[config.mk]
export PLATFORM = sky130hd
export DESIGN_NAME = kwms_min_sel
export DESIGN_NICKNAME = d
export VERILOG_FILES = /design/src/rtl/core/kwms_pkg.sv /design/src/rtl/core/kwms_min_sel.sv
export SDC_FILE = /design/constraint.sdc
export NUM_CORES = 1
export LEC_CHECK = 0
export BUFFER_PORTS_ARGS = -buffer_cell sky130_fd_sc_hd__buf_2
export CORE_MARGIN = 2
export CORE_UTILIZATION = 53
export DETAILED_ROUTE_END_ITERATION = 8
export PLACE_DENSITY_LB_ADDON = 0.1
export SETUP_SLACK_MARGIN = 0.1
export SYNTH_ARGS = -nofsm -noshare
export SYNTH_HDL_FRONTEND = slang
export SYNTH_SLANG_ARGS = --single-unit
[constraint.sdc]
create_clock -name vclk -period 10.21
set_input_delay 1.021 -clock vclk [all_inputs]
set_output_delay 1.021 -clock vclk [all_outputs]
set_load 0.01 [all_outputs]
[src/rtl/core/kwms_pkg.sv]
// kwms_pkg: shared types and constants for the k-way merge selector core.
// No dependencies; imported by kwms_list, kwms_min_sel and the top level.
package kwms_pkg;

  localparam int KEY_W          = 32;
  localparam int IDX_W          = 3;
  localparam int STATUS_W       = 2;
  localparam int NUM_LISTS_DEF  = 8;
  localparam int LIST_DEPTH_DEF = 16;

  typedef enum logic {
    CMD_PUSH = 1'b0,
    CMD_PULL = 1'b1
  } kwms_cmd_e;

  typedef enum logic [STATUS_W-1:0] {
    ST_PUSH_OK   = 2'd0,
    ST_PUSH_FULL = 2'd1,
    ST_POPPED    = 2'd2,
    ST_EMPTY     = 2'd3
  } kwms_status_e;

  // Head of one list as seen by the selector.
  typedef struct packed {
    logic                    valid;
    logic signed [KEY_W-1:0] key;
  } kwms_head_t;

endpackage

[src/rtl/core/kwms_min_sel.sv]
// kwms_min_sel: comparator tree that picks the smallest valid head key.
// Depends on kwms_pkg. Ties go to the lower list number.
module kwms_min_sel
  import kwms_pkg::*;
#(
  parameter int NUM_LISTS = NUM_LISTS_DEF
) (
  input  kwms_head_t                       heads_i [NUM_LISTS],
  output logic                             found_o,
  output logic [$clog2(NUM_LISTS)-1:0]     idx_o,
  output logic signed [KEY_W-1:0]          key_o
);

  localparam int LVL    = $clog2(NUM_LISTS);
  localparam int LIST_W = LVL;
  localparam int P      = 1 << LVL;

  logic                    node_v [LVL+1][P];
  logic signed [KEY_W-1:0] node_k [LVL+1][P];
  logic [LIST_W-1:0]       node_i [LVL+1][P];

  always_comb begin
    logic take_r;
    for (int l = 0; l <= LVL; l++) begin
      for (int i = 0; i < P; i++) begin
        node_v[l][i] = 1'b0;
        node_k[l][i] = '0;
        node_i[l][i] = '0;
      end
    end
    for (int i = 0; i < NUM_LISTS; i++) begin
      node_v[0][i] = heads_i[i].valid;
      node_k[0][i] = heads_i[i].key;
      node_i[0][i] = LIST_W'(i);
    end
    for (int l = 0; l < LVL; l++) begin
      for (int i = 0; i < P / 2; i++) begin
        if (i < (P >> (l + 1))) begin
          // Take the right side only when it is strictly smaller.
          take_r = node_v[l][2*i+1] &&
                   (!node_v[l][2*i] || (node_k[l][2*i+1] < node_k[l][2*i]));
          node_v[l+1][i] = node_v[l][2*i] || node_v[l][2*i+1];
          node_k[l+1][i] = take_r ? node_k[l][2*i+1] : node_k[l][2*i];
          node_i[l+1][i] = take_r ? node_i[l][2*i+1] : node_i[l][2*i];
        end
      end
    end
  end

  assign found_o = node_v[LVL][0];
  assign idx_o   = node_i[LVL][0];
  assign key_o   = node_k[LVL][0];

endmodule

==> results.yml <==
outcome:
  run_status: "finished clean"
logic_synthesis:
  post_syn_area_per_cell_um2: 7.701
  netlist.top_cell.by_area: "ha_1"
  synth_cell_types: 66
  proportion_of_synthesized_chip_area_in_sequential_cells_pct: 0
  ys_warn_count: 0
  post_synth_inst_count: 1087
  syn-num-nets: 1568
  synth_top_cell_area_share_pct: 32.44
  netlist_top_cells_area: "ha_1 32%, mux2i_1 22%, inv_1 10%"
  syn_area_mm2: 0.008371
worst_setup_path:
  crit_path_max_fanout: 17
  critical_path_arrival_ns: 8.71
  timing.critical_path.mode_cell: "a21o_1"
  setup_crit_start_kind: "primary input"
  crit_path_max_incr_delay_ns: 0.59
  timing_worst_setup_path_type: "primary input to primary output"
  slowest_stage: "or4_1"
  endpoint_kind: "primary output"
  required_ns: 9.19
pwr:
  pwr-share-comb_pct: 100.0
  static-leakage-power_nw: 6.414
  swShare_pct: 53.75
  clkPwrFrac_pct: 0
  p_sw_w: 0.0005364
  design_internal_power_w: 0.0004615
  worst_ir_drop_vdd_v: 0.0001219
  power_frac_seq_pct: 0
  power_per_cell_area_mw_per_mm2: 96.64
clocking:
  cts_hold_repair.buffers: 0
layout:
  final_net_count: 1874
  area_growth_pct: 23.35
  final-seq-area_um2: 0
  layout_commonest_cell: "buf_2"
  nFillCells: 1439
  design_area_mm2: 0.01032
  ffs_latches: 0
  multiInputGateArea_mm2: 0.007456
  number_of_cells_in_the_finished_layout_apart_from_fillers: 1602
  layout-drive-gt1-share_pct: 27.03
  num_antenna_cells: 0
  nClkBuffers: 0
  layout.cells.most_common_list: "300 x buf_2, 227 x inv_1, 217 x ha_1"
  final_core_util_pct: 67.42
die:
  boundaryPins: 300
  fp.dieW_um: 129.7
  floorplan.die.height_um: 129.7
  placeableCoreArea_mm2: 0.01531
  effective_utilization_at_floorplan_pct: 54.66
  floorplan.rows: 45
  die_area_mm2: 0.01681
timing:
  rsz0062_at_grt: "no"
  slew_headroom_pct: 41.64
  timing.final.crit_share_pct: 95.31
  achievable-frequency_mhz: 102.8
  finalWorstPathRequiredPeriod_ns: 9.731
  final_worst_slack_ns: 0.4785
  setup-violations-final: 0
  worstMarginPinSlew_ns: 0.8674
  hold_viol: 0
  setup_total_negative_slack_ns: 0
  maxSlewViolCount: 0
drt:
  route.detailed.drc: 0
  final_wirelength_mm: 25.58
  detailedRoute.firstIterationViolations: 480
  drt-wirelength-per-cell_um: 15.97
  drtPass1Iterations: 5
  via_per_inst: 5.531
  final_antenna_net_count: 0
  routed-via-count: 8861
grt:
  pin_count_of_the_biggest_net_entering_global_routing: 22
  grt_first_pass_wirelength_mm: 39.50
  groute.usage.overall_pct: 28.88
  first_global_vias: 8169
  initial_antenna_violation_count: 0
  grt_overflow: 0
run:
  drv.max_cap_violation_count: 0
min_path:
  hold_class: "primary input to primary output"
placed_design:
  post-dp-hpwl_mm: 22.99
  port_buffers: 300
  gp_congestion: 0.9559
  dpl-instance-area_mm2: 0.01014
  place_ws_ns: 0.2207
  dp.cells: 1590
-- stage by stage --
stage	hold WS, ns	total power [W]
floorplan	2.182	0.0006625
global placement	2.447	0.0009436
detailed placement	2.452	0.0009543
CTS	2.452	0.0009628
global route	2.497	0.001100
finish	2.451	0.0009978
-- final timing paths --
kind | end | from | depth (start not counted) | slack [ns]
max | key_o[21] | heads_i[262] | 35 | 0.48
min | found_o | heads_i[197] | 4 | 2.45
-- cells by family (layout without fill, tap and decap cells) --
| kind of cell | count (synthesis) | after routing | synth area share (%) |
|---|---|---|---|
| buffers and inverters | 252 | 556 | 12.30 |
| muxes | 223 | 223 | 27.23 |
| adders and majority gates | 217 | 217 | 32.44 |
| AOI/OAI and AO/OA | 203 | 203 | 15.89 |
| and+or+nand+nor | 190 | 190 | 11.93 |
| xor gates and xnor gates | 2 | 2 | 0.2093 |
-- critical path: cells and delay by family --
kind,cells,cell delay (ns)
AOI/OAI and AO/OA,12,2.41
xor gates and xnor gates,1,0.16
adders and majority gates,3,0.79
buffers and inverters,8,1.11
muxes,3,0.95
and+or+nand+nor,8,2.27
-- final cells by class --
| type | instances | area share (%) |
|---|---|---|
| Inverter | 228 | 8.337 |
| Tap cell | 211 | 2.557 |
| Multi-Input combinational cell | 835 | 72.21 |
| Timing Repair Buffer | 328 | 16.89 |
-- what timing repair did --
item	4_1_cts	5_1_grt
buffers inserted	0	12
endpoints found under the setup margin	0	35
resized for setup	0	18
-- metal layers --
metal | up-vias | GRT usage (%) | routed length [um]
li1 | 4537 | - | -
met1 | 3973 | 39.00 | 11610
met2 | 323 | 51.77 | 12060
met3 | 28 | 1.693 | 1516
met4 | 0 | 3.795 | 394
met5 | - | 0 | 0
-- cells in the mapped netlist (all sizes together) (3+ instances only) --
| cell type | instances |
|---|---|
| a211o | 5 |
| nor3 | 11 |
| nand2b | 5 |
| o21ai | 38 |
| and3 | 5 |
| a211oi | 7 |
| or4 | 3 |
| a221o | 3 |
| and4 | 6 |
| a21o | 28 |
| o211ai | 6 |
| o21a | 3 |
| buf | 24 |
| nor2 | 34 |
| a32oi | 3 |
| nand3 | 25 |
| ha | 217 |
| nand2 | 40 |
| a31oi | 3 |
| mux2i | 188 |
| nor4 | 5 |
| a21oi | 74 |
| nor2b | 7 |
| nand3b | 3 |
| o32ai | 3 |
| inv | 228 |
| a221oi | 6 |
| nand4 | 36 |
| mux2 | 35 |
-- power by group through the flow --
stage / logic (W) / registers (W) / clock network, W
floorplan: 0.000662 / 0 / 0
global placement: 0.000944 / 0 / 0
detailed placement: 0.000954 / 0 / 0
CTS: 0.000963 / 0 / 0
global route: 0.00110 / 0 / 0
finish: 0.000998 / 0 / 0
No activity file was read; power rests on OpenSTA's default activity.
