## config.mk

```make
export PLATFORM = sky130hd
export DESIGN_NAME = kwms_list
export DESIGN_NICKNAME = d
export VERILOG_FILES = /design/src/rtl/core/kwms_pkg.sv /design/src/rtl/core/kwms_ram.sv /design/src/rtl/core/kwms_list.sv
export SDC_FILE = /design/constraint.sdc
export NUM_CORES = 1
export LEC_CHECK = 0
export BUFFER_PORTS_ARGS = -buffer_cell sky130_fd_sc_hd__buf_4
export CORE_AREA = 2 2 236 238
export CTS_CLUSTER_DIAMETER = 120
export DETAILED_ROUTE_END_ITERATION = 16
export DIE_AREA = 0 0 238 240
export GPL_ROUTABILITY_DRIVEN = 0
export PLACE_DENSITY = 0.7
export RECOVER_POWER = 25
export SLEW_MARGIN = 15
export SYNTH_ARGS = -nofsm -noshare
export SYNTH_HDL_FRONTEND = slang
export SYNTH_SLANG_ARGS = --single-unit
```

## constraint.sdc

```tcl
create_clock -name clk_i -period 6.1 [get_ports clk_i]
set_input_delay 0.305 -clock clk_i [delete_from_list [all_inputs] [get_ports clk_i]]
set_output_delay 0.305 -clock clk_i [all_outputs]
set_load 0.1 [all_outputs]
```

## src/rtl/core/kwms_pkg.sv

```systemverilog
// kwms_pkg: shared types and constants for the k-way merge selector core.
// No dependencies; imported by kwms_list, kwms_min_sel and the top level.
package kwms_pkg;

  localparam int KEY_W          = 32;
  localparam int IDX_W          = 3;
  localparam int STATUS_W       = 2;
  localparam int NUM_LISTS_DEF  = 8;
  localparam int LIST_DEPTH_DEF = 16;

  typedef enum logic {
    CMD_PUSH = 1'b0,
    CMD_PULL = 1'b1
  } kwms_cmd_e;

  typedef enum logic [STATUS_W-1:0] {
    ST_PUSH_OK   = 2'd0,
    ST_PUSH_FULL = 2'd1,
    ST_POPPED    = 2'd2,
    ST_EMPTY     = 2'd3
  } kwms_status_e;

  // Head of one list as seen by the selector.
  typedef struct packed {
    logic                    valid;
    logic signed [KEY_W-1:0] key;
  } kwms_head_t;

endpackage

```

## src/rtl/core/kwms_ram.sv

```systemverilog
// kwms_ram: generic single-write, single-read RAM with registered read data.
// Depends on nothing.
module kwms_ram #(
  parameter int DATA_W = 32,
  parameter int DEPTH  = 16
) (
  input  logic                     clk_i,
  input  logic                     we_i,
  input  logic [$clog2(DEPTH)-1:0] waddr_i,
  input  logic [DATA_W-1:0]        wdata_i,
  input  logic                     re_i,
  input  logic [$clog2(DEPTH)-1:0] raddr_i,
  output logic [DATA_W-1:0]        rdata_o
);

  logic [DATA_W-1:0] mem_q [DEPTH];
  logic [DATA_W-1:0] rdata_q;

  always_ff @(posedge clk_i) begin
    if (we_i) begin
      mem_q[waddr_i] <= wdata_i;
    end
    if (re_i) begin
      rdata_q <= mem_q[raddr_i];
    end
  end

  assign rdata_o = rdata_q;

endmodule

```

## src/rtl/core/kwms_list.sv

```systemverilog
// kwms_list: one sorted input list as a FIFO with a two-entry head cache.
// Depends on kwms_pkg and kwms_ram.
module kwms_list
  import kwms_pkg::*;
#(
  parameter int LIST_DEPTH = LIST_DEPTH_DEF
) (
  input  logic                    clk_i,
  input  logic                    rst_ni,
  input  logic                    push_i,
  input  logic                    pop_i,
  input  logic signed [KEY_W-1:0] key_i,
  output logic                    full_o,
  output kwms_head_t              head_o
);

  localparam int CNT_W = $clog2(LIST_DEPTH + 1);
  localparam int PTR_W = $clog2(LIST_DEPTH);

  logic [CNT_W-1:0] fill_q, fill_d;
  logic [CNT_W-1:0] ram_cnt_q, ram_cnt_d;
  logic [PTR_W-1:0] wr_ptr_q, wr_ptr_d;
  logic [PTR_W-1:0] rd_ptr_q, rd_ptr_d;
  logic             inflight_q;
  logic [1:0]       out_cnt_q, out_cnt_d;
  logic [KEY_W-1:0] head0_q, head0_d;
  logic [KEY_W-1:0] head1_q, head1_d;

  logic             push_ok;
  logic             bypass;
  logic             ram_we;
  logic             issue;
  logic             append_en;
  logic [KEY_W-1:0] append_key;
  logic [1:0]       cnt_a;
  logic [KEY_W-1:0] rd_data;

  assign full_o     = (fill_q == CNT_W'(LIST_DEPTH));
  assign head_o     = '{valid: (out_cnt_q != 2'd0), key: head0_q};
  assign push_ok    = push_i && !full_o;

  always_comb begin
    // Drop the head on a pop, then append an arriving RAM word or a bypassed key.
    cnt_a      = out_cnt_q - {1'b0, pop_i};
    head0_d    = pop_i ? head1_q : head0_q;
    head1_d    = head1_q;
    bypass     = push_ok && (ram_cnt_q == '0) && !inflight_q && (cnt_a < 2'd2);
    append_en  = inflight_q || bypass;
    append_key = inflight_q ? rd_data : key_i;
    if (append_en) begin
      if (cnt_a == 2'd0) begin
        head0_d = append_key;
      end else begin
        head1_d = append_key;
      end
    end
    out_cnt_d = cnt_a + {1'b0, append_en};

    ram_we    = push_ok && !bypass;
    issue     = (ram_cnt_q != '0) && (out_cnt_d < 2'd2);
    ram_cnt_d = ram_cnt_q + CNT_W'(ram_we) - CNT_W'(issue);
    fill_d    = fill_q + CNT_W'(push_ok) - CNT_W'(pop_i);

    wr_ptr_d = wr_ptr_q;
    if (ram_we) begin
      wr_ptr_d = (wr_ptr_q == PTR_W'(LIST_DEPTH - 1)) ? '0 : wr_ptr_q + 1'b1;
    end
    rd_ptr_d = rd_ptr_q;
    if (issue) begin
      rd_ptr_d = (rd_ptr_q == PTR_W'(LIST_DEPTH - 1)) ? '0 : rd_ptr_q + 1'b1;
    end
  end

  always_ff @(posedge clk_i or negedge rst_ni) begin
    if (!rst_ni) begin
      fill_q     <= '0;
      ram_cnt_q  <= '0;
      wr_ptr_q   <= '0;
      rd_ptr_q   <= '0;
      inflight_q <= 1'b0;
      out_cnt_q  <= 2'd0;
    end else begin
      fill_q     <= fill_d;
      ram_cnt_q  <= ram_cnt_d;
      wr_ptr_q   <= wr_ptr_d;
      rd_ptr_q   <= rd_ptr_d;
      inflight_q <= issue;
      out_cnt_q  <= out_cnt_d;
    end
  end

  always_ff @(posedge clk_i) begin
    head0_q <= head0_d;
    head1_q <= head1_d;
  end

  kwms_ram #(
    .DATA_W (KEY_W),
    .DEPTH  (LIST_DEPTH)
  ) u_ram (
    .clk_i   (clk_i),
    .we_i    (ram_we),
    .waddr_i (wr_ptr_q),
    .wdata_i (key_i),
    .re_i    (issue),
    .raddr_i (rd_ptr_q),
    .rdata_o (rd_data)
  );

endmodule

```

==> results of run 1 <==
==> worst max-delay path, stage by stage, from the launching register on <==
cell                      delay [ps]
sky130_fd_sc_hd__dfrtp_1         390
sky130_fd_sc_hd__inv_1            90
sky130_fd_sc_hd__ha_1            160
sky130_fd_sc_hd__or4b_4          470
sky130_fd_sc_hd__nor2_2          180
sky130_fd_sc_hd__a21o_1          170
sky130_fd_sc_hd__ha_1            150
sky130_fd_sc_hd__xor3_1          280
sky130_fd_sc_hd__nor2_4           90
sky130_fd_sc_hd__buf_4           530
sky130_fd_sc_hd__ha_1            210
sky130_fd_sc_hd__inv_1            40
sky130_fd_sc_hd__ha_1            200
sky130_fd_sc_hd__fa_1            440
sky130_fd_sc_hd__a21oi_1         170
sky130_fd_sc_hd__nor2_1           70
sky130_fd_sc_hd__nor2_1          120
sky130_fd_sc_hd__xnor2_1         130
==> worst max path at each step <==
stage	from	slack, ps	endpoint	cells after the start
floorplan	ram_cnt_q[3]	1380	ram_cnt_q[4]	16
global placement	pop_i	2000	ram_cnt_q[4]	17
detailed placement	pop_i	1820	ram_cnt_q[4]	17
CTS	ram_cnt_q[3]	2120	ram_cnt_q[4]	17
global route	ram_cnt_q[3]	1890	ram_cnt_q[4]	17
finish	ram_cnt_q[3]	2120	ram_cnt_q[4]	17
==> state kept, by name, summed over array words and instances, names as in the netlist, 2 cells and up <==
register,cells
u_ram.mem_q,512
out_cnt_q,2
fill_q,5
wr_ptr_q,4
head1_q,32
head0_q,32
ram_cnt_q,5
u_ram.rdata_o,32
rd_ptr_q,4
==> layout make-up <==
cell class	instances	share of cell area, %
tap	704	3.166
sequential	629	66.40
timing repair buffer	124	3.315
multi-input combinational	417	20.14
clock inverter	34	1.169
clock buffer	76	5.537
inverter	20	0.2699
==> metal layers <==
metal | vias to the layer above | wire [µm] | part of all wire, % | track usage, %
met4 | 0 | 793 | 1.7 | 3.883
li1 | 4888 | - | - | -
met5 | - | 0 | 0 | 0
met1 | 5894 | 20480 | 44 | 22.88
met3 | 57 | 2143 | 4.6 | 2.928
met2 | 279 | 23570 | 50 | 28.66
==> through the flow <==
stage	hold slack (ps)	utilization (%)	cell area [µm²]	power, µW	worst slack (ps)
after floorplan	9.409	-	24260	9719	1377
after global placement	205.1	47.12	25760	10890	2003
after detailed placement	212.0	47.12	25760	11010	1824
after CTS	4.626	51.06	27910	14600	2118
after global routing	226.0	50.89	27820	15100	1895
final	242.5	50.89	27820	14430	2116
==> timing repair <==
action                                 CTS  global route
endpoints found under the hold margin  441             0
setup endpoints to repair                0             0
hold buffers                            29             0
==> kinds of logic (layout without fill, tap and decap cells) <==
| logic type | after synthesis | count (layout) | synth area share (%) |
|---|---|---|---|
| AO/OA/AOI/OAI | 84 | 84 | 2.614 |
| adder cells (fa/ha/maj) | 21 | 21 | 1.145 |
| flip-flops | 629 | 629 | 76.09 |
| AND/OR/NAND/NOR | 74 | 74 | 1.361 |
| XOR/XNOR | 12 | 12 | 0.4950 |
| buffers and inverters | 79 | 254 | 1.403 |
| multiplexers | 226 | 226 | 16.89 |
==> cells in the final DEF (no fill, tap or decap), drive strengths merged, types with 2 or more instances in the layout <==
cell type    count
ha              19
edfxtp         576
a21oi            5
and2             2
fa               2
dfrtp           21
inv             24
clkbuf         101
nor3             4
nand2b           2
nor2b            2
bufinv           6
nor2            18
nand2           40
clkinv          22
o21ai            3
a21o             5
mux2            98
nand3            2
dfxtp           32
mux4           128
xor2             5
clkinvlp         2
dlygate4sd3     29
buf             70
xnor2            6
a22oi           64
==> report_power, final <==
part	internal [µW]	total, µW	switching, µW
logic	1900	4800	2890
clock network	2030	3570	1540
registers	5690	6060	370
total	9630	14400	4800
==> results.json, run 1 <==
{
  "run_status": "complete, no violations",
  "critPathKind": "reg2reg",
  "detailedRoute.firstPassIterationCount": 7,
  "rsz0062_at_grt": "no",
  "synthDistinctLibCells": 40,
  "grt_start_max_net_pins": 115,
  "die_h_um": 240,
  "post_synth_net_total": 1182,
  "grt_antenna_before_repair": 0,
  "synth_area_leaders": "sky130_fd_sc_hd__edfxtp_1 (71%), sky130_fd_sc_hd__mux4_2 (12%), sky130_fd_sc_hd__mux2_2 (3.2%)",
  "worst_setup_path_start_kind": "register",
  "overflow_left_after_global_routing": 0,
  "multi_input_area_mm2": 0.005604,
  "clk_pin_slew_ps": 60,
  "ant_nets": 0,
  "yosys_warnings": 0,
  "ys_top_cells_by_count": "sky130_fd_sc_hd__edfxtp_1 (576), sky130_fd_sc_hd__mux4_2 (128), sky130_fd_sc_hd__mux2_2 (68)",
  "fmax_ghz": 0.2510,
  "global_route_total_usage_across_every_layer_pct": 16.85,
  "cts_resized": 0,
  "grt_pass1_vias": 11810,
  "antenna_cells_inserted": 0,
  "insertion_delay_ps": 610,
  "power_leakage_uw": 0.009253,
  "vias": 11120,
  "final_net_count": 1308,
  "cts_htree_levels": 2,
  "row_count": 86,
  "power.density_mw_per_mm2": 518.7,
  "viasPerCell": 5.548,
  "drv_cap": 0,
  "reg2reg_slack_ps": 2120,
  "layout-drive-gt1-share_pct": 31.31,
  "drt_first_iter_violations": 1166,
  "worstMarginPinSlew_ps": 1182,
  "clk_root_buffer_cell": "sky130_fd_sc_hd__clkbuf_16",
  "synth.largest_area_cell": "sky130_fd_sc_hd__edfxtp_1",
  "cts-root-to-sink-buffers": 3,
  "dp.final_hpwl_mm": 26.01,
  "num_io_pins": 70,
  "flow.area_growth_from_synthesis_pct": 14.65,
  "grt_first_pass_wirelength_mm": 72.17,
  "timing.rr.start": "ram_cnt_q[3]",
  "synth-seq-cells": 629,
  "cts-buffers-inserted": 59,
  "synth.yosys.seq_area_share_pct": 76.09,
  "layout.area.seq_mm2": 0.01847,
  "wire_per_inst_um": 23.45,
  "drc": 0,
  "timing.hold.worst.start": "push_i",
  "synth_most_common_cell": "sky130_fd_sc_hd__edfxtp_1",
  "tritoncts_clock_tree": "yes",
  "critical_path.endpoint_type": "register",
  "ys.flop_type": "sky130_fd_sc_hd__edfxtp_1",
  "route.final.wire_length_mm": 46.99,
  "min-delay-path-class": "in2reg",
  "timing.final.hold_violations": 0,
  "cts_setup_buffers": 0,
  "post_route_fraction_of_the_period_consumed_by_the_critical_path_pct": 65.31,
  "maxSlewHeadroom_pct": 21.20,
  "tritoncts_num_sinks": 629,
  "critPathMaxFanout": 39,
  "num-fill-cells": 4286,
  "timing_max_transition_violations_final": 0,
  "synthesis.area_per_instance_um2": 21.57,
  "totalNegativeSetupSlack_ps": 0,
  "timing.reg2reg.worst_path_depth": 17,
  "fp.dieW_um": 238,
  "synthesis.instances": 1125,
  "finalSetupViolations": 0,
  "die-area_mm2": 0.05712,
  "number_of_enable_flip_flop_cells_after_synthesis": 576,
  "finish.cell_count_without_fillers": 2004,
  "ir_worst_vdd_mv": 0.4483,
  "effective_utilization_at_floorplan_pct": 44.39,
  "place.port_buffers": 69,
  "core_footprint_mm2": 0.05466,
  "numPlacedInstances": 1865,
  "rr_endpoint": "ram_cnt_q[4]",
  "timing.critical_path.required_ps": 6640,
  "critPathArrivalTime_ps": 4520,
  "holdPathStages": 3,
  "fin_crit_ps": 3984,
  "final.setup_skew_ps": 14.04,
  "post-synth-top-area-fraction_pct": 71.28,
  "syn-cell-area_mm2": 0.02426,
  "postSynth.asyncResetShare_pct": 3.339,
  "min_delay_worst_endpoint": "wr_ptr_q[0]"
}
No activity file was read; power rests on OpenSTA's default activity.
==> inputs of run 2 (changes only) <==
==> constraint.sdc (replaced) <==
create_clock -name clk_i -period 4.12 [get_ports clk_i]
set_input_delay 0.206 -clock clk_i [delete_from_list [all_inputs] [get_ports clk_i]]
set_output_delay 0.206 -clock clk_i [all_outputs]
set_load 0.1 [all_outputs]
==> run 2 against run 1 <==
  * Sequential share of layout area down 0.98 points
  * Critical path depth down 1
  * Flip-flop and latch count is the same
  * Clock skew up 6.1 ps
  * Clock power increased by 62%
  * Via count up 1.5%
  * Clock-buffer cell count increased by 12
  * Sequential power is 49% higher
  * Critical path type unchanged
  * Highest routed layer unchanged
==> results.json, run 2 (synthesized netlist as in run 1, its figures left out) <==
{
  "ir_worst_vdd_mv": 0.5515,
  "worstMarginPinSlew_ps": 1193,
  "layout.cells.most_common_list": "sky130_fd_sc_hd__edfxtp_1 (576), sky130_fd_sc_hd__mux4_2 (128), sky130_fd_sc_hd__buf_4 (71), sky130_fd_sc_hd__mux2_2 (68), sky130_fd_sc_hd__clkbuf_16 (67)",
  "clk_pin_slew_ps": 50,
  "layout-drive-gt1-share_pct": 32.20,
  "timing.final.hold_violations": 0,
  "vias": 11280,
  "post_route_fraction_of_the_period_consumed_by_the_critical_path_pct": 82.48,
  "power_leakage_uw": 0.009455,
  "power.density_mw_per_mm2": 780.9,
  "leading_cell_type_in_the_layout_fill_and_taps_excluded": "sky130_fd_sc_hd__edfxtp_1",
  "rr_endpoint": "ram_cnt_q[4]",
  "insertion_delay_ps": 580,
  "final_net_count": 1327,
  "maxSlewHeadroom_pct": 20.31,
  "holdPathStages": 4,
  "wire_per_inst_um": 24.04,
  "global_route_total_usage_across_every_layer_pct": 17.36,
  "core_footprint_mm2": 0.05466,
  "critical_path.endpoint_type": "register",
  "worst_case_setup_slack_after_placement_ps": 752.7,
  "final.setup_skew_ps": 20.12,
  "timing.rr.start": "ram_cnt_q[3]",
  "clk_root_buffer_cell": "sky130_fd_sc_hd__clkbuf_16",
  "cts-root-to-sink-buffers": 3,
  "timing.critical_path.required_ps": 4600,
  "cts-buffers-inserted": 66,
  "cts_setup_buffers": 0,
  "flow.area_growth_from_synthesis_pct": 16.37,
  "route.final.wire_length_mm": 48.66,
  "worst_setup_path_start_kind": "register",
  "post-route-worst-setup-slack_ps": 721.8,
  "effective_utilization_at_floorplan_pct": 44.39,
  "finalSetupViolations": 0,
  "timing.hold.worst.start": "push_i",
  "grt_antenna_before_repair": 0,
  "timing.reg2reg.worst_path_depth": 16,
  "max_ffs_per_register": 512,
  "grt_pass1_vias": 11800,
  "min-delay-path-class": "in2reg",
  "detailedRoute.firstPassIterationCount": 5,
  "cts_resized": 0,
  "totalNegativeSetupSlack_ps": 0,
  "num-fill-cells": 4212,
  "grt_first_pass_wirelength_mm": 73.49,
  "ant_nets": 0,
  "die-area_mm2": 0.05712,
  "place.port_buffers": 69,
  "viasPerCell": 5.575,
  "antenna_cells_inserted": 0,
  "drv_cap": 0,
  "num_io_pins": 70,
  "drt_first_iter_violations": 1056,
  "dp.final_hpwl_mm": 27.69,
  "min_delay_worst_endpoint": "wr_ptr_q[1]",
  "die_h_um": 240,
  "tritoncts_clock_tree": "yes",
  "drc": 0,
  "cts_htree_levels": 3,
  "critPathKind": "reg2reg",
  "grt_start_max_net_pins": 78,
  "timing_max_transition_violations_final": 0,
  "critPathArrivalTime_ps": 3880,
  "row_count": 86,
  "fmax_ghz": 0.2943,
  "rsz0062_at_grt": "no",
  "tritoncts_num_sinks": 629,
  "overflow_left_after_global_routing": 0,
  "run_status": "complete, no violations",
  "fp.dieW_um": 238,
  "fin_crit_ps": 3398,
  "critPathMaxFanout": 2,
  "reg2reg_slack_ps": 720,
  "cts-hold-fix-buffers": 33,
  "top_register": "u_ram.mem_q"
}
[run 2: how the worst max path moves through the flow]
stage / from / end / slack (ps) / cells after the start
2_1_floorplan: ram_cnt_q[3] / ram_cnt_q[4] / 20 / 16
3_3_place_gp: ram_cnt_q[3] / ram_cnt_q[4] / 850 / 16
3_5_place_dp: ram_cnt_q[3] / ram_cnt_q[4] / 750 / 16
4_1_cts: ram_cnt_q[3] / ram_cnt_q[4] / 720 / 16
5_1_grt: ram_cnt_q[3] / ram_cnt_q[4] / 540 / 16
6_report: ram_cnt_q[3] / ram_cnt_q[4] / 720 / 16
[run 2: critical path, stage by stage (launching register included)]
cell and delay, ps:
sky130_fd_sc_hd__dfrtp_1 390, sky130_fd_sc_hd__inv_1 100, sky130_fd_sc_hd__ha_1 160, sky130_fd_sc_hd__or4b_4 470, sky130_fd_sc_hd__nor2_2 190, sky130_fd_sc_hd__a21o_1 160
sky130_fd_sc_hd__ha_1 160, sky130_fd_sc_hd__xor3_1 220, sky130_fd_sc_hd__nor2_4 50, sky130_fd_sc_hd__ha_1 280, sky130_fd_sc_hd__inv_1 40, sky130_fd_sc_hd__ha_1 210
sky130_fd_sc_hd__fa_1 440, sky130_fd_sc_hd__a21oi_1 150, sky130_fd_sc_hd__nor2_1 50, sky130_fd_sc_hd__nor2_1 110, sky130_fd_sc_hd__xnor2_1 130
[run 2: cell type report]
cell class	instances	area, µm²	area share [%]
Clock buffer	88	1775	6.288
Clock inverter	30	332.8	1.179
Inverter	20	75.07	0.2659
Multi-Input combinational cell	417	5603	19.84
Sequential cell	629	18470	65.42
Tap cell	704	880.8	3.120
Timing Repair Buffer	136	1097	3.886
[run 2: layer usage]
layer | up-vias | GRT usage (%) | wire, µm
met3 | 62 | 2.928 | 2921
met4 | 0 | 4.754 | 758
met2 | 360 | 29.04 | 24110
met5 | - | 0 | 0
met1 | 5944 | 23.75 | 20870
li1 | 4917 | - | -
[run 2: through the flow]
stage,std cells,util [%],area (µm²),hold WS [ps],total power (µW)
2_1_floorplan,1125,-,24270,-89.59,14380
3_3_place_gp,1873,47.37,25890,107.2,16270
3_5_place_dp,1873,47.37,25890,113.5,16470
4_1_cts,2024,51.83,28330,43.71,22300
5_1_grt,2024,51.65,28240,217.7,23030
6_report,2024,51.65,28240,191.3,22050
[run 2: report_power, final]
group	leakage, µW	switching [µW]	total (µW)	internal, µW
clock network	0.00103	2330	5800	3470
registers	0.00576	582	9010	8430
logic	0.00266	4330	7240	2900
total	0.00946	7240	22000	14800
==> inputs of run 3 (changes only) <==
==> constraint.sdc (replaced) <==
create_clock -name clk_i -period 3.4 [get_ports clk_i]
set_input_delay 0.17 -clock clk_i [delete_from_list [all_inputs] [get_ports clk_i]]
set_output_delay 0.17 -clock clk_i [all_outputs]
set_load 0.1 [all_outputs]
==> run 3 against run 2 <==
  * Flip-flop and latch count is the same
  * Maximum frequency grew 6.1%
  * Register-to-register slack got worse by 520 ps
  * Non-clock buffer count increased by 5
  * First-iteration DRC count is 11% lower
  * Via count up 0.31%
  * Total power up 22%
  * Critical path depth unchanged
  * Largest cell class unchanged
==> results.json, run 3 (synthesized netlist as in run 1, its figures left out) <==
{
  "run_status": "complete, no violations",
  "worst_setup_path_start_kind": "register",
  "effective_utilization_at_floorplan_pct": 44.39,
  "finish.cell_count_without_fillers": 2023,
  "core_footprint_mm2": 0.05466,
  "power_report.internal_total_uw": 17970,
  "cts_htree_levels": 2,
  "cts-root-to-sink-buffers": 3,
  "numPlacedInstances": 1877,
  "die_h_um": 240,
  "layout-drive-gt1-share_pct": 32.98,
  "power_leakage_uw": 0.009478,
  "timing_max_transition_violations_final": 0,
  "num-fill-cells": 4201,
  "critPathMaxFanout": 2,
  "holdWs_ps": 36.11,
  "fmax_ghz": 0.3122,
  "grt_antenna_before_repair": 1,
  "rsz0062_at_grt": "no",
  "num_io_pins": 70,
  "vias": 11320,
  "drv_cap": 0,
  "overflow_left_after_global_routing": 0,
  "min-delay-path-class": "in2reg",
  "clk_pin_slew_ps": 60,
  "maxSlewHeadroom_pct": 33.70,
  "power.density_mw_per_mm2": 946.5,
  "finalSetupViolations": 0,
  "cts-buffers-inserted": 61,
  "totalNegativeSetupSlack_ps": 0,
  "row_count": 86,
  "grt_pass1_vias": 11990,
  "ant_nets": 0,
  "flow.area_growth_from_synthesis_pct": 16.76,
  "critPathArrivalTime_ps": 3740,
  "detailedRoute.firstPassIterationCount": 5,
  "total_switching_power_uw": 8846,
  "insertion_delay_ps": 620,
  "clk_root_buffer_cell": "sky130_fd_sc_hd__clkbuf_16",
  "fin_crit_ps": 3203,
  "antenna_cells_inserted": 0,
  "grt_start_max_net_pins": 57,
  "route.final.wire_length_mm": 49.40,
  "timing.critical_path.required_ps": 3940,
  "share_seq_of_total_power_pct": 40.3,
  "critPathKind": "reg2reg",
  "leading_cell_type_in_the_layout_fill_and_taps_excluded": "sky130_fd_sc_hd__edfxtp_1",
  "drt_first_iter_violations": 940,
  "final.setup_skew_ps": 13.97,
  "ir_worst_vdd_mv": 0.7011,
  "timing.final.hold_violations": 0,
  "place.port_buffers": 69,
  "power_switching_share_pct": 32.99,
  "clkPwrFrac_pct": 25.8,
  "worstMarginPinSlew_ps": 991.2,
  "share_comb_of_total_power_pct": 33.9,
  "post_route_fraction_of_the_period_consumed_by_the_critical_path_pct": 94.20,
  "final_net_count": 1327,
  "tritoncts_num_sinks": 629,
  "dp.final_hpwl_mm": 29.24,
  "drc": 0,
  "tritoncts_clock_tree": "yes",
  "global_route_total_usage_across_every_layer_pct": 17.71,
  "max_ffs_per_register": 512,
  "wire_per_inst_um": 24.42,
  "post-route-util_pct": 51.83,
  "viasPerCell": 5.595,
  "die-area_mm2": 0.05712,
  "fp.dieW_um": 238,
  "critical_path.endpoint_type": "register",
  "layout.cells.most_common_list": "sky130_fd_sc_hd__edfxtp_1 (576), sky130_fd_sc_hd__mux4_2 (128), sky130_fd_sc_hd__buf_4 (74), sky130_fd_sc_hd__mux2_2 (68), sky130_fd_sc_hd__a22oi_1 (64)",
  "top_register": "u_ram.mem_q",
  "grt_first_pass_wirelength_mm": 75.10
}
-- run 3: cell types whose count changed in the layout (fill, tap and decap cells not counted), moves of 4 or more --
cell and delta:
sky130_fd_sc_hd__buf_12 +4, sky130_fd_sc_hd__clkbuf_1 -14, sky130_fd_sc_hd__clkbuf_16 -4, sky130_fd_sc_hd__clkinv_1 +5
sky130_fd_sc_hd__nor3_2 -4, sky130_fd_sc_hd__nor3_4 +4
-- run 3: power groups by stage --
stage | Sequential [µW] | Combinational [µW] | Clock, µW
6_report | 10800 | 9080 | 6920
5_1_grt | 10900 | 9750 | 7350
4_1_cts | 10800 | 9240 | 7060
3_5_place_dp | 11000 | 9180 | 0
3_3_place_gp | 10900 | 9030 | 0
2_1_floorplan | 12100 | 5320 | 0
-- run 3: critical path: stages (launching register included) --
cell and delay, ps:
sky130_fd_sc_hd__dfrtp_1 390, sky130_fd_sc_hd__inv_1 90, sky130_fd_sc_hd__ha_1 150, sky130_fd_sc_hd__or4b_4 490, sky130_fd_sc_hd__nor2_4 130, sky130_fd_sc_hd__a21o_1 150
sky130_fd_sc_hd__ha_1 150, sky130_fd_sc_hd__xor3_2 210, sky130_fd_sc_hd__nor2_4 40, sky130_fd_sc_hd__ha_1 280, sky130_fd_sc_hd__inv_1 40, sky130_fd_sc_hd__ha_1 200
sky130_fd_sc_hd__fa_2 380, sky130_fd_sc_hd__a21oi_1 140, sky130_fd_sc_hd__nor2_1 50, sky130_fd_sc_hd__nor2_1 110, sky130_fd_sc_hd__xnor2_1 120
-- run 3: final cells by class --
class | instances | area [µm²] | share of cell area, %
sequential | 629 | 18470 | 65.20
multi-input combinational | 417 | 5638 | 19.90
clock buffer | 71 | 1607 | 5.671
timing repair buffer | 141 | 1199 | 4.231
tap | 704 | 880.8 | 3.109
clock inverter | 41 | 460.4 | 1.625
inverter | 20 | 75.07 | 0.2650
-- run 3: path summary, 6_finish.rpt --
kind	start	to	slack, ps	cells past startpoint
max	ram_cnt_q[3]	ram_cnt_q[4]	200	16
min	push_i	wr_ptr_q[0]	40	3
max reg2reg	ram_cnt_q[3]	ram_cnt_q[4]	200	16
min reg2reg	fill_q[0]	fill_q[0]	510	1
max in group asynchronous	rst_ni	rd_ptr_q[0]	1880	3
min in group asynchronous	rst_ni	fill_q[1]	800	3
-- run 3: per-layer routing --
layer | part of all wire (%) | track usage (%) | vias to the layer above
met3 | 5.9 | 3.513 | 79
met1 | 42 | 23.73 | 5978
met5 | 0 | 0 | -
li1 | - | - | 4930
met2 | 50 | 29.94 | 331
met4 | 1.9 | 4.583 | 0
-- run 3: timing repair --
action,4_1_cts,5_1_grt
endpoints found under the setup margin,0,1
hold endpoints to repair,533,0
buffers inserted,0,0
gates resized for setup,0,4
hold buffers,34,0
-- run 3: metrics by stage --
step | worst slack, ps | instance area, µm² | power (µW)
6_report | 197.1 | 28330 | 26820
5_1_grt | 33.68 | 28330 | 28030
4_1_cts | 103.2 | 28400 | 27130
3_5_place_dp | 114.1 | 26000 | 20160
3_3_place_gp | 174.2 | 26000 | 19950
2_1_floorplan | -301.0 | 24290 | 17440
